[src/sv/pbrd_pkg.sv]
// Shared types and constants for the pulse beat rate detector.
// Used by the multiply-accumulate unit, the serial divider, the top level and the checker.
// No dependencies.
package pbrd_pkg;

    // Field widths
    localparam int SAMPLE_W   = 12;
    localparam int ACC_W      = 20;
    localparam int RATE_W     = 8;
    localparam int TICK_W     = 32;

    // Port widths
    localparam int S_TDATA_W  = 16;
    localparam int M_TDATA_W  = 24;
    localparam int M_TUSER_W  = 2;

    // Configuration port
    localparam int CFG_ADDR_W = 3;
    localparam int CFG_DATA_W = 12;

    localparam logic [CFG_ADDR_W-1:0] CFG_FAST_ALPHA       = 3'd0;
    localparam logic [CFG_ADDR_W-1:0] CFG_SLOW_ALPHA       = 3'd1;
    localparam logic [CFG_ADDR_W-1:0] CFG_RISE_THRESHOLD   = 3'd2;
    localparam logic [CFG_ADDR_W-1:0] CFG_FINGER_LOW       = 3'd3;
    localparam logic [CFG_ADDR_W-1:0] CFG_FINGER_HIGH      = 3'd4;
    localparam logic [CFG_ADDR_W-1:0] CFG_REFRACTORY_TICKS = 3'd5;
    localparam logic [CFG_ADDR_W-1:0] CFG_TIMEOUT_TICKS    = 3'd6;
    localparam logic [CFG_ADDR_W-1:0] CFG_TICK_PERIOD_MS   = 3'd7;

    // Shared multiplier: a 9-bit weight times a 12-bit value
    localparam int MAC_A_W    = 9;
    localparam int MAC_B_W    = 12;
    localparam int MAC_RES_W  = MAC_A_W + MAC_B_W;
    localparam logic [MAC_A_W-1:0] ALPHA_ONE = 9'd256;

    // Beat interval in ms; only intervals below 2048 ticks can land in range
    localparam int NEAR_TICK_W = 11;
    localparam int MS_W        = 19;
    localparam logic [MS_W-1:0] MS_MIN = 19'd300;
    localparam logic [MS_W-1:0] MS_MAX = 19'd2000;

    // Serial divider
    localparam int DIV_NUM_W = 16;
    localparam int DIV_DEN_W = 11;
    localparam logic [DIV_NUM_W-1:0] MS_PER_MINUTE = 16'd60000;

    typedef struct packed {
        logic                 accumulate;
        logic [MAC_A_W-1:0]   a;
        logic [MAC_B_W-1:0]   b;
    } mac_op_t;

    typedef struct packed {
        logic                   start;
        logic [DIV_NUM_W-1:0]   dividend;
        logic [DIV_DEN_W-1:0]   divisor;
    } div_req_t;

endpackage

[src/sv/pbrd_mac.sv]
// Shared multiply-accumulate unit of the pulse beat rate detector.
// One product per cycle, registered; optionally added to the previous result.
// Depends on pbrd_pkg.
module pbrd_mac (
    input  logic                        aclk,
    input  pbrd_pkg::mac_op_t           op,
    output logic [pbrd_pkg::MAC_RES_W-1:0] res
);
    import pbrd_pkg::*;

    logic [MAC_RES_W-1:0] res_reg;
    logic [MAC_RES_W-1:0] product;

    // One 9 x 12 product per cycle.
    assign product = MAC_RES_W'(op.a) * MAC_RES_W'(op.b);

    // Either start a new sum or add to the held one.
    always_ff @(posedge aclk) begin
        if (op.accumulate) begin
            res_reg <= res_reg + product;
        end else begin
            res_reg <= product;
        end
    end

    assign res = res_reg;

endmodule

[src/sv/pbrd_div.sv]
// Bit-serial restoring divider of the pulse beat rate detector.
// One quotient bit per cycle; done pulses when the quotient is ready.
// Depends on pbrd_pkg.
module pbrd_div (
    input  logic                           aclk,
    input  logic                           aresetn,
    input  pbrd_pkg::div_req_t             req,
    output logic [pbrd_pkg::DIV_NUM_W-1:0] quotient,
    output logic                           done
);
    import pbrd_pkg::*;

    localparam int CNT_W = $clog2(DIV_NUM_W);

    logic [DIV_DEN_W-1:0] rem_reg;
    logic [DIV_NUM_W-1:0] quo_reg;
    logic [DIV_DEN_W-1:0] den_reg;
    logic [CNT_W-1:0]     cnt_reg;
    logic                 busy_reg;
    logic                 done_reg;

    logic [DIV_DEN_W:0]   trial;
    logic                 fits;
    logic [DIV_DEN_W:0]   trial_sub;

    // Bring down the next dividend bit and try the subtraction.
    assign trial     = {rem_reg, quo_reg[DIV_NUM_W-1]};
    assign fits      = trial >= {1'b0, den_reg};
    assign trial_sub = trial - {1'b0, den_reg};

    // Control: start, count the steps, flag completion.
    always_ff @(posedge aclk) begin
        if (!aresetn) begin
            busy_reg <= 1'b0;
            done_reg <= 1'b0;
            cnt_reg  <= '0;
        end else begin
            done_reg <= 1'b0;
            if (req.start) begin
                busy_reg <= 1'b1;
                cnt_reg  <= CNT_W'(DIV_NUM_W - 1);
            end else if (busy_reg) begin
                cnt_reg <= cnt_reg - 1'b1;
                if (cnt_reg == '0) begin
                    busy_reg <= 1'b0;
                    done_reg <= 1'b1;
                end
            end
        end
    end

    // Datapath: the quotient shifts in where the dividend shifts out.
    always_ff @(posedge aclk) begin
        if (req.start) begin
            rem_reg <= '0;
            quo_reg <= req.dividend;
            den_reg <= req.divisor;
        end else if (busy_reg) begin
            rem_reg <= fits ? trial_sub[DIV_DEN_W-1:0] : trial[DIV_DEN_W-1:0];
            quo_reg <= {quo_reg[DIV_NUM_W-2:0], fits};
        end
    end

    assign quotient = quo_reg;
    assign done     = done_reg;

endmodule

[src/sv/pulse_beat_rate_detector.sv]
// Pulse beat rate detector: fast and slow IIR filters on a 12-bit pulse
// sensor stream, beat detection on their difference, and an averaged rate
// in beats per minute. One sample is taken at a time; s_tready stays low
// while it is worked on. A sample with no beat goes from acceptance to the
// result being loaded into the output register through the five passes
// through the shared multiplier (two per filter and one for the beat
// interval), the clear check and the output load. A beat whose interval is
// formed but falls out of range also passes the interval check. A beat with
// an interval in range adds the two 16-step divisions (60000 / interval and
// sum / count) in the serial divider and one history entry per cycle for
// the sum. s_tready returns as the result is loaded. A result that is not
// taken holds the next sample in the last state.
module pulse_beat_rate_detector #(
    parameter int HISTORY_DEPTH = 3
) (
    input  logic                            aclk,
    input  logic                            aresetn,
    // Sample items
    input  logic                            s_tvalid,
    output logic                            s_tready,
    input  logic [pbrd_pkg::S_TDATA_W-1:0]  s_tdata,   // [11:0] sample
    // Result items
    output logic                            m_tvalid,
    input  logic                            m_tready,
    output logic [pbrd_pkg::M_TDATA_W-1:0]  m_tdata,   // [11:0] filtered,
                                                       // [19:12] beats_per_minute
    output logic [pbrd_pkg::M_TUSER_W-1:0]  m_tuser,   // [0] beat, [1] finger_present
    // Configuration writes
    input  logic                            cfg_we,
    input  logic [pbrd_pkg::CFG_ADDR_W-1:0] cfg_addr,
    input  logic [pbrd_pkg::CFG_DATA_W-1:0] cfg_wdata
);
    import pbrd_pkg::*;

    localparam int IDX_W = (HISTORY_DEPTH > 1) ? $clog2(HISTORY_DEPTH) : 1;
    localparam int SUM_W = $clog2(HISTORY_DEPTH * 255 + 1);
    localparam int CNT_W = $clog2(HISTORY_DEPTH + 1);
    localparam logic [IDX_W-1:0] IDX_LAST = IDX_W'(HISTORY_DEPTH - 1);

    // Sequencer states
    localparam int ST_W = 4;
    localparam logic [ST_W-1:0] ST_IDLE     = 4'd0;
    localparam logic [ST_W-1:0] ST_FAST_A   = 4'd1;
    localparam logic [ST_W-1:0] ST_FAST_B   = 4'd2;
    localparam logic [ST_W-1:0] ST_SLOW_A   = 4'd3;
    localparam logic [ST_W-1:0] ST_SLOW_B   = 4'd4;
    localparam logic [ST_W-1:0] ST_DETECT   = 4'd5;
    localparam logic [ST_W-1:0] ST_MS       = 4'd6;
    localparam logic [ST_W-1:0] ST_RATE_DIV = 4'd7;
    localparam logic [ST_W-1:0] ST_SUM      = 4'd8;
    localparam logic [ST_W-1:0] ST_MEAN_GO  = 4'd9;
    localparam logic [ST_W-1:0] ST_MEAN_DIV = 4'd10;
    localparam logic [ST_W-1:0] ST_CLEAR    = 4'd11;
    localparam logic [ST_W-1:0] ST_OUT      = 4'd12;

    // Configuration registers
    logic [7:0]  fast_alpha_reg;
    logic [7:0]  slow_alpha_reg;
    logic [11:0] rise_threshold_reg;
    logic [11:0] finger_low_reg;
    logic [11:0] finger_high_reg;
    logic [7:0]  refractory_ticks_reg;
    logic [9:0]  timeout_ticks_reg;
    logic [7:0]  tick_period_ms_reg;

    // Detector state
    logic [ST_W-1:0]     state_reg;
    logic [SAMPLE_W-1:0] sample_reg;
    logic [ACC_W-1:0]    fast_acc_reg;
    logic [ACC_W-1:0]    slow_acc_reg;
    logic [TICK_W-1:0]   tick_reg;
    logic [TICK_W-1:0]   last_beat_reg;
    logic                armed_reg;
    logic                finger_reg;
    logic                beat_reg;
    logic [RATE_W-1:0]   hist_reg [HISTORY_DEPTH];
    logic [IDX_W-1:0]    idx_reg;
    logic [IDX_W-1:0]    ptr_reg;
    logic [SUM_W-1:0]    sum_reg;
    logic [CNT_W-1:0]    cnt_reg;
    logic [RATE_W-1:0]   rate_reg;

    // Output register
    logic                 m_tvalid_reg;
    logic [M_TDATA_W-1:0] m_tdata_reg;
    logic [M_TUSER_W-1:0] m_tuser_reg;

    // Shared units
    mac_op_t                mac_op;
    logic [MAC_RES_W-1:0]   mac_res;
    div_req_t               div_req;
    logic [DIV_NUM_W-1:0]   div_quo;
    logic                   div_done;

    // Detection terms
    logic [SAMPLE_W-1:0] fast_val;
    logic [SAMPLE_W-1:0] slow_val;
    logic signed [SAMPLE_W:0] delta;
    logic                finger;
    logic [TICK_W-1:0]   elapsed;
    logic                refractory;
    logic                rising;
    logic [MS_W-1:0]     ms;
    logic                ms_ok;
    logic                timed_out;

    pbrd_mac u_mac (
        .aclk (aclk),
        .op   (mac_op),
        .res  (mac_res)
    );

    pbrd_div u_div (
        .aclk     (aclk),
        .aresetn  (aresetn),
        .req      (div_req),
        .quotient (div_quo),
        .done     (div_done)
    );

    // Configuration writes.
    always_ff @(posedge aclk) begin
        if (!aresetn) begin
            fast_alpha_reg       <= 8'd128;
            slow_alpha_reg       <= 8'd4;
            rise_threshold_reg   <= 12'd40;
            finger_low_reg       <= 12'd1000;
            finger_high_reg      <= 12'd4090;
            refractory_ticks_reg <= 8'd12;
            timeout_ticks_reg    <= 10'd86;
            tick_period_ms_reg   <= 8'd35;
        end else if (cfg_we) begin
            case (cfg_addr)
                CFG_FAST_ALPHA:       fast_alpha_reg       <= cfg_wdata[7:0];
                CFG_SLOW_ALPHA:       slow_alpha_reg       <= cfg_wdata[7:0];
                CFG_RISE_THRESHOLD:   rise_threshold_reg   <= cfg_wdata;
                CFG_FINGER_LOW:       finger_low_reg       <= cfg_wdata;
                CFG_FINGER_HIGH:      finger_high_reg      <= cfg_wdata;
                CFG_REFRACTORY_TICKS: refractory_ticks_reg <= cfg_wdata[7:0];
                CFG_TIMEOUT_TICKS:    timeout_ticks_reg    <= cfg_wdata[9:0];
                CFG_TICK_PERIOD_MS:   tick_period_ms_reg   <= cfg_wdata[7:0];
                default: ;
            endcase
        end
    end

    // The fast value is final once SLOW_A has stored it; the slow value
    // comes straight from the multiplier in DETECT.
    assign fast_val   = fast_acc_reg[ACC_W-1:8];
    assign slow_val   = mac_res[ACC_W-1:8];
    assign delta      = $signed({1'b0, fast_val}) - $signed({1'b0, slow_val});
    assign finger     = (fast_val > finger_low_reg) && (fast_val < finger_high_reg);
    assign elapsed    = tick_reg - last_beat_reg;
    assign refractory = elapsed < TICK_W'(refractory_ticks_reg);
    assign rising     = finger && !refractory &&
                        (delta > $signed({1'b0, rise_threshold_reg}));
    assign ms         = mac_res[MS_W-1:0];
    assign ms_ok      = (ms > MS_MIN) && (ms < MS_MAX);
    assign timed_out  = elapsed > TICK_W'(timeout_ticks_reg);

    // Operand selection for the shared multiplier.
    always_comb begin
        mac_op = '0;
        case (state_reg)
            ST_FAST_A: begin
                mac_op.a = MAC_A_W'(fast_alpha_reg);
                mac_op.b = sample_reg;
            end
            ST_FAST_B: begin
                mac_op.accumulate = 1'b1;
                mac_op.a = ALPHA_ONE - MAC_A_W'(fast_alpha_reg);
                mac_op.b = fast_acc_reg[ACC_W-1:8];
            end
            ST_SLOW_A: begin
                mac_op.a = MAC_A_W'(slow_alpha_reg);
                mac_op.b = sample_reg;
            end
            ST_SLOW_B: begin
                mac_op.accumulate = 1'b1;
                mac_op.a = ALPHA_ONE - MAC_A_W'(slow_alpha_reg);
                mac_op.b = slow_acc_reg[ACC_W-1:8];
            end
            ST_DETECT: begin
                mac_op.a = MAC_A_W'(tick_period_ms_reg);
                mac_op.b = MAC_B_W'(elapsed[NEAR_TICK_W-1:0]);
            end
            default: ;
        endcase
    end

    // Divider requests: the rate from the beat interval, then the history mean.
    always_comb begin
        div_req = '0;
        case (state_reg)
            ST_MS: begin
                div_req.start    = ms_ok;
                div_req.dividend = MS_PER_MINUTE;
                div_req.divisor  = ms[DIV_DEN_W-1:0];
            end
            ST_MEAN_GO: begin
                div_req.start    = 1'b1;
                div_req.dividend = DIV_NUM_W'(sum_reg);
                div_req.divisor  = DIV_DEN_W'(cnt_reg);
            end
            default: ;
        endcase
    end

    // Sample register: loaded when an item is accepted.
    always_ff @(posedge aclk) begin
        if (s_tvalid && s_tready) begin
            sample_reg <= s_tdata[SAMPLE_W-1:0];
        end
    end

    // Sequencer and detector state.
    always_ff @(posedge aclk) begin
        if (!aresetn) begin
            state_reg     <= ST_IDLE;
            fast_acc_reg  <= '0;
            slow_acc_reg  <= '0;
            tick_reg      <= '0;
            last_beat_reg <= '0;
            armed_reg     <= 1'b0;
            finger_reg    <= 1'b0;
            beat_reg      <= 1'b0;
            idx_reg       <= '0;
            ptr_reg       <= '0;
            sum_reg       <= '0;
            cnt_reg       <= '0;
            rate_reg      <= '0;
            for (int i = 0; i < HISTORY_DEPTH; i++) begin
                hist_reg[i] <= '0;
            end
        end else begin
            case (state_reg)
                ST_IDLE: begin
                    if (s_tvalid) begin
                        tick_reg  <= tick_reg + 1'b1;
                        beat_reg  <= 1'b0;
                        state_reg <= ST_FAST_A;
                    end
                end
                ST_FAST_A: state_reg <= ST_FAST_B;
                ST_FAST_B: state_reg <= ST_SLOW_A;
                ST_SLOW_A: begin
                    fast_acc_reg <= mac_res[ACC_W-1:0];
                    state_reg    <= ST_SLOW_B;
                end
                ST_SLOW_B: state_reg <= ST_DETECT;
                ST_DETECT: begin
                    slow_acc_reg <= mac_res[ACC_W-1:0];
                    finger_reg   <= finger;
                    state_reg    <= ST_CLEAR;
                    if (rising) begin
                        if (!armed_reg) begin
                            armed_reg     <= 1'b1;
                            beat_reg      <= 1'b1;
                            last_beat_reg <= tick_reg;
                            // Longer gaps cannot give an interval under 2000 ms.
                            if (elapsed[TICK_W-1:NEAR_TICK_W] == '0) begin
                                state_reg <= ST_MS;
                            end
                        end
                    end else if (delta < 0) begin
                        armed_reg <= 1'b0;
                    end
                end
                ST_MS: begin
                    state_reg <= ms_ok ? ST_RATE_DIV : ST_CLEAR;
                end
                ST_RATE_DIV: begin
                    if (div_done) begin
                        hist_reg[idx_reg] <= div_quo[RATE_W-1:0];
                        idx_reg   <= (idx_reg == IDX_LAST) ? '0 : idx_reg + 1'b1;
                        ptr_reg   <= '0;
                        sum_reg   <= '0;
                        cnt_reg   <= '0;
                        state_reg <= ST_SUM;
                    end
                end
                ST_SUM: begin
                    // One history entry per cycle; empty entries do not count.
                    if (hist_reg[ptr_reg] != '0) begin
                        sum_reg <= sum_reg + SUM_W'(hist_reg[ptr_reg]);
                        cnt_reg <= cnt_reg + 1'b1;
                    end
                    ptr_reg <= ptr_reg + 1'b1;
                    if (ptr_reg == IDX_LAST) begin
                        state_reg <= ST_MEAN_GO;
                    end
                end
                ST_MEAN_GO: state_reg <= ST_MEAN_DIV;
                ST_MEAN_DIV: begin
                    if (div_done) begin
                        rate_reg  <= div_quo[RATE_W-1:0];
                        state_reg <= ST_CLEAR;
                    end
                end
                ST_CLEAR: begin
                    // No finger or no beat for too long: forget the rate.
                    if (timed_out || !finger_reg) begin
                        rate_reg <= '0;
                        idx_reg  <= '0;
                        for (int i = 0; i < HISTORY_DEPTH; i++) begin
                            hist_reg[i] <= '0;
                        end
                    end
                    state_reg <= ST_OUT;
                end
                ST_OUT: begin
                    if (!m_tvalid_reg || m_tready) begin
                        state_reg <= ST_IDLE;
                    end
                end
                default: state_reg <= ST_IDLE;
            endcase
        end
    end

    // Output register: the result waits here until it is taken.
    always_ff @(posedge aclk) begin
        if (!aresetn) begin
            m_tvalid_reg <= 1'b0;
        end else if (state_reg == ST_OUT && (!m_tvalid_reg || m_tready)) begin
            m_tvalid_reg <= 1'b1;
        end else if (m_tready) begin
            m_tvalid_reg <= 1'b0;
        end
    end

    always_ff @(posedge aclk) begin
        if (state_reg == ST_OUT && (!m_tvalid_reg || m_tready)) begin
            m_tdata_reg <= {{(M_TDATA_W - SAMPLE_W - RATE_W){1'b0}}, rate_reg, fast_val};
            m_tuser_reg <= {finger_reg, beat_reg};
        end
    end

    assign s_tready = (state_reg == ST_IDLE);
    assign m_tvalid = m_tvalid_reg;
    assign m_tdata  = m_tdata_reg;
    assign m_tuser  = m_tuser_reg;

endmodule

[config.mk]
export PLATFORM = sky130hd
export DESIGN_NAME = pulse_beat_rate_detector
export DESIGN_NICKNAME = d
export VERILOG_FILES = /design/src/sv/pbrd_pkg.sv /design/src/sv/pbrd_mac.sv /design/src/sv/pbrd_div.sv /design/src/sv/pulse_beat_rate_detector.sv
export SDC_FILE = /design/constraint.sdc
export NUM_CORES = 1
export LEC_CHECK = 0
export ABC_CLOCK_PERIOD_IN_PS = 10300
export BUFFER_PORTS_ARGS = -buffer_cell sky130_fd_sc_hd__buf_2
export CORE_UTILIZATION = 55
export DETAILED_ROUTE_END_ITERATION = 10
export GPL_ROUTABILITY_DRIVEN = 0
export MAX_ROUTING_LAYER = met4
export PLACE_DENSITY = 0.72
export SKIP_CTS_REPAIR_TIMING = 1
export SYNTH_ARGS = -nofsm -noshare
export SYNTH_HDL_FRONTEND = slang
export SYNTH_SLANG_ARGS = --single-unit
export TNS_END_PERCENT = 1
[constraint.sdc]
create_clock -name aclk -period 10.3 [get_ports aclk]
set_clock_uncertainty 0.2 [all_clocks]
set_input_delay 2.06 -clock aclk [delete_from_list [all_inputs] [get_ports aclk]]
set_output_delay 2.06 -clock aclk [all_outputs]
set_load 0.01 [all_outputs]
; ---- Yosys cells after proc, flatten, opt, wreduce, memory -nomap -nowiden
; Memory sizes are Yosys's and may differ from the RTL's. A register that Yosys moved wholly into a read port is not among the register bits.
; Cells that the tools add are included.
[totals]
reg_bits = 313
latch_bits = 0
ramBits = 24
mem_bits_ro = 0
in_bits = 36
out_inout_bits = 28
mem_count = 1
[classes]
add_sub_neg = 12
mul = 1
n_div = 0
order_cmp = 9
n_eq_ne = 30
shifts = 0
muxes = 62
n_bitwise = 6
reduce_logical = 43
[memory_table]
columns = memory, words, width, rd, rd_ports_with_merged_regs, wr, line_no
row1 = hist_reg, 3, 8, 1, 1, 3, pulse_beat_rate_detector.sv:76  ; logic [RATE_W-1:0] hist_reg [HISTORY_DEPTH];
[ops]
columns = op, n
row1 = $pmux W21 S5, 1
row2 = $pmux W28 S2, 1
row3 = $pmux W4 S13, 1
row4 = $mux W8, 6
row5 = $mux W4, 11
row6 = $add A32 B1 Y32 const B, 1
row7 = $gt A32 B10 Y1, 1
row8 = $lt A32 B8 Y1, 1
row9 = $mux W16, 2
row10 = $sub A32 B32 Y32, 1
row11 = $mux W1, 22
row12 = $reduce_and A2 Y1, 11
row13 = $add A21 B21 Y21, 1
row14 = $logic_not A21 Y1, 1
row15 = $mul A9 B12 Y21, 1
row16 = $mux W21, 1
row17 = $eq A4 B4 Y1 const B, 5
row18 = $mux W10, 2
row19 = $pmux W10 S2, 1
row20 = $gt A19 B9 Y1 const B, 1
row21 = $lt A19 B11 Y1 const B, 1
row22 = $sub A9 B8 Y9 const A, 2
row23 = $eq A4 B3 Y1 const B, 4
row24 = $mux W2, 8
row25 = 37 further kinds, 76

; ---- Longest topological paths before layout
[logic_depth]
ltp_word = 9
mapped_depth = 36
ltp_nobuf = 34

; ---- Cells and area by module
; A second synthesis with hierarchy kept.
[unflattened]
hier_cells = 2662
hier_area_um2 = 23267.3
[by_module_without_submodules]
columns = module, instances, cells_each, area_per_inst_um2, seq_area_each_um2
row1 = pulse_beat_rate_detector, 1, 1838, 15635.0, 5985.7
row2 = pbrd_mac, 1, 583, 5032.3, 420.4
row3 = pbrd_div, 1, 241, 2600.0, 1151.1

; ---- Least setup slack after synthesis
; No wires, ideal clock.
[synth_timing]
kind = reg-to-reg
start = register tick_reg[0]
end = register u_mac.res_reg[19] (netlist: u_mac.res[19])
setup_time_ns = 0.121
t_arrival_ns = 7.155
path_slack_ns = 2.825
stages_incl_launch_ff = 33
n_path_buf = 0
period_less_slack_ns = 7.475
cell_sequence = dfxtp_1 -> inv_1 -> ha_1 -> inv_1 -> fa_1 -> a211oi_1 -> o21ai_0 -> xor2_1 -> a221oi_1 -> nand2b_1 -> fa_1 -> inv_1 -> fa_1 -> inv_1 -> fa_1 -> fa_1 -> inv_1 -> ha_1 -> a21oi_1 -> o21bai_1 -> a21oi_1 -> o21bai_1 -> a41oi_1 -> nand2b_1 -> xor2_1 -> ha_1 -> a21o_1 -> a21o_1 -> o21bai_1 -> a21oi_1 -> o21ai_0 -> mux2i_1 -> xnor2_1
[synth_via]
elab_chain_len = 5
[synth_rtl]
columns = item, line_no
row1 = from (decl), pulse_beat_rate_detector.sv:71  ; logic [TICK_W-1:0] tick_reg;
row2 = from (signal assigned), pulse_beat_rate_detector.sv:239  ; tick_reg <= tick_reg + 1'b1;
row3 = $sub A32 B32 Y32 (*), pulse_beat_rate_detector.sv:153  ; assign elapsed = tick_reg - last_beat_reg;
row4 = $pmux W21 S5 (*), pulse_beat_rate_detector.sv:164  ; case (state_reg)
row5 = $mul A9 B12 Y21 (*), pbrd_mac.sv:15  ; assign product = MAC_RES_W'(op.a) * MAC_RES_W'(op.b);
row6 = $add A21 B21 Y21, pbrd_mac.sv:20  ; res_reg <= res_reg + product;
row7 = $mux W21 (*), pbrd_mac.sv:19  ; if (op.accumulate) begin
row8 = to (signal assigned), pbrd_mac.sv:20
row9 = to (signal assigned), pbrd_mac.sv:22  ; res_reg <= product;
row10 = to (decl), pbrd_mac.sv:11  ; logic [MAC_RES_W-1:0] res_reg;
; Mark *: on every way between the ends. The rest lies on a longest branch, timed or not.
; A chain may end at the register's enable or synchronous reset.

; ---- Worst setup path after layout
[layout_timing]
start = register state_reg[3]
end = register u_mac.res_reg[19] (netlist: u_mac.res[19])
[layout_via]
elab_chain_len = 5
[layout_rtl]
columns = item, line_no
row1 = from (decl), pulse_beat_rate_detector.sv:67  ; logic [ST_W-1:0] state_reg;
row2 = from (signal assigned), pulse_beat_rate_detector.sv:270  ; state_reg <= ms_ok ? ST_RATE_DIV : ST_CLEAR;
row3 = $eq A4 B3 Y1 (tied with other cells), pulse_beat_rate_detector.sv:164
row4 = $pmux W21 S5, pulse_beat_rate_detector.sv:164
row5 = $mul A9 B12 Y21, pbrd_mac.sv:15
row6 = $add A21 B21 Y21, pbrd_mac.sv:20
row7 = $mux W21 (*), pbrd_mac.sv:19
; Marked as above.

==> results.sh <==
export IMPL_outcome="completed"
export IMPL_clock_path_buffers=3
export IMPL_setup_viol=0
export IMPL_viasPerCell=5.800
export IMPL_critPathCaptureType="register"
export IMPL_power_mw=4.251
export IMPL_dieArea_mm2=0.04045
export IMPL_hold_path_class="reg -> reg"
export IMPL_slowest_stage="dfxtp_1"
export IMPL_max_freq_mhz=111.2
export IMPL_nets=2806
export IMPL_synth_area_leaders="dfxtp_1 (22%), edfxtp_1 (13%), ha_1 (10%), fa_1 (6.9%), nand2_1 (5.9%)"
export IMPL_synth_most_common_cell="nand2_1"
export IMPL_ir_drop_mv=0.09757
export IMPL_busiest_layer="met2"
export IMPL_p_switching_mw=1.437
export IMPL_synth_top_area_frac=0.2175
export IMPL_crit_required_ns=10.54
export IMPL_ys_warn_count=0
export IMPL_layout_drive_gt1_share=0.07261
export IMPL_grt_usage=0.2864
export IMPL_avgSynthCellArea_um2=8.734
export IMPL_first_iter_violations=1452
export IMPL_pin_count=64
export IMPL_hold_viol=0
export IMPL_max_slew_margin=0.1420
export IMPL_seq_area_frac_synth=0.3456
export IMPL_cap_violations=0
export IMPL_synth_edf_count=93
export IMPL_critPathMaxStageDelay_ns=0.71
export IMPL_use_met3=0.03790
export IMPL_p_leak_nw=10.52
export IMPL_cts_buffers=38
export IMPL_ys_seq_elements=330
export IMPL_whs_ns=0.2395
export IMPL_seq_power_share=0.366
export IMPL_cts_sinks=330
export IMPL_synth_top_flop_cell="dfxtp_1"
export IMPL_ys_top_cells_by_count="nand2_1 (345), inv_1 (244), dfxtp_1 (237)"
export IMPL_hpwl_mm=40.56
export IMPL_cp_start_kind="register"
export IMPL_antenna_found_initial=2
export IMPL_crit_path_frequent_cell="fa_1"
export IMPL_vias=17794
export IMPL_worstPathArrival_ns=9.23
export IMPL_grt_pass1_vias=17544
export IMPL_period_needed_ns=8.992
export IMPL_met1_usage=0.3726
export IMPL_cts_max_level=2
export IMPL_path_clk_slew_ns=0.06
export IMPL_clockPowerShare=0.342
export IMPL_core_mm2=0.03892
export IMPL_fin_tns_setup_ns=0
export IMPL_clockRootBuffer="clkbuf_16"
export IMPL_die_y_um=201.1
export IMPL_internal_power_mw=2.813
export IMPL_die_w_um=201.1
export IMPL_use_met2=0.4534
export IMPL_fp_row_count=72
export IMPL_syn_inst=2497
export IMPL_grt_max_degree=108
export IMPL_grt_setup_unrepaired="no"
export IMPL_worstMarginPinSlew_ns=1.280
export IMPL_start_util=0.5604
export IMPL_io_buffers=55
export IMPL_async_reset_ff_frac=0
export IMPL_grt_pass1_wl_mm=90.22
export IMPL_synth_area_mm2=0.02181
export IMPL_grt_overflow=0
export IMPL_period_share=0.8730
export IMPL_wirelength_mm=55.41
export IMPL_switching_share=0.3381
export IMPL_drt_pass1_iter_count=6
export IMPL_criticalPathCategory="reg -> reg"
export IMPL_drc=0
export IMPL_drv_slew=0
export IMPL_clkLatencyLatePin_ns=0.57
export IMPL_areaGrowthSynthToFinish_pct=9.472
export IMPL_pwr_share_comb=0.292
export IMPL_cp_max_fo=18
export IMPL_ys_types=75
export IMPL_yosysTopAreaCell="dfxtp_1"
export IMPL_p_per_area_mw_per_mm2=178.0
export IMPL_wl_per_cell_um=18.06
export IMPL_cts_tree="built"
export IMPL_ant_nets=0
-- power groups by stage --
stage               clock network, mW  registers, mW  logic (mW)
floorplan                           0           1.51       0.948
global placement                    0           1.57        1.17
detailed placement                  0           1.58        1.22
CTS                              1.47           1.55        1.23
global route                     1.53           1.56        1.39
finish                           1.45           1.55        1.24
-- final timing paths --
path                start            end  slack [ns]  cells after the start
max          state_reg[3]  u_mac.res[19]        1.31                     28
min              beat_reg     m_tuser[0]        0.24                      0
max reg2reg  state_reg[3]  u_mac.res[19]        1.31                     28
min reg2reg      beat_reg     m_tuser[0]        0.24                      0
-- metrics by stage --
step / area, µm² / cells / setup WS (ns) / utilization
finish: 23880 / 3068 / 1.308 / 0.6135
global route: 23870 / 3067 / 0.6372 / 0.6134
global placement: 22520 / 2996 / 1.644 / 0.5786
detailed placement: 22520 / 2996 / 1.483 / 0.5786
CTS: 23870 / 3066 / 1.432 / 0.6134
floorplan: 21820 / 2500 / 2.825 / -
-- routing by layer --
layer	vias up	wire, µm
li1	8625	-
met1	8436	24260
met2	614	25600
met3	119	3754
met4	0	1789
met5	-	0
-- placed cells by master, fill, tap and decap left out, types with 54 or more instances in the layout --
master,n
edfxtp_1,93
nor2_1,195
nand2_1,345
buf_2,54
ha_1,177
xnor2_1,72
fa_1,75
a21oi_1,164
o21ai_0,91
inv_1,243
dfxtp_1,237
-- cells by family after synthesis --
kind of cell,synth area share
AND/OR/NAND/NOR,0.1839
AO/OA/AOI/OAI,0.1646
buffers and inverters,0.06247
flip-flops,0.3456
adder cells (fa/ha/maj),0.1704
XOR/XNOR,0.04578
multiplexers,0.02708
other,0.0001719
-- cell type report --
type                       count  area, µm²
fill                        3391      15040
multi-input combinational   1824      12950
sequential                   330       7537
clock buffer                  57       1186
inverter                     245      919.6
tap                          518      648.1
timing repair buffer          79      457.9
clock inverter                13      167.7
antenna                        2      5.005
-- critical path, delay by kind of cell (launching register included) --
kind            cells  cell delay [ns]
simple gates        7             2.06
flops               1             0.71
buf+inv             2             0.09
compound gates      8             1.75
fa+ha+maj           6             2.80
mux                 2             0.53
xor+xnor            3             0.71
Power figures use the tool's default switching activity.
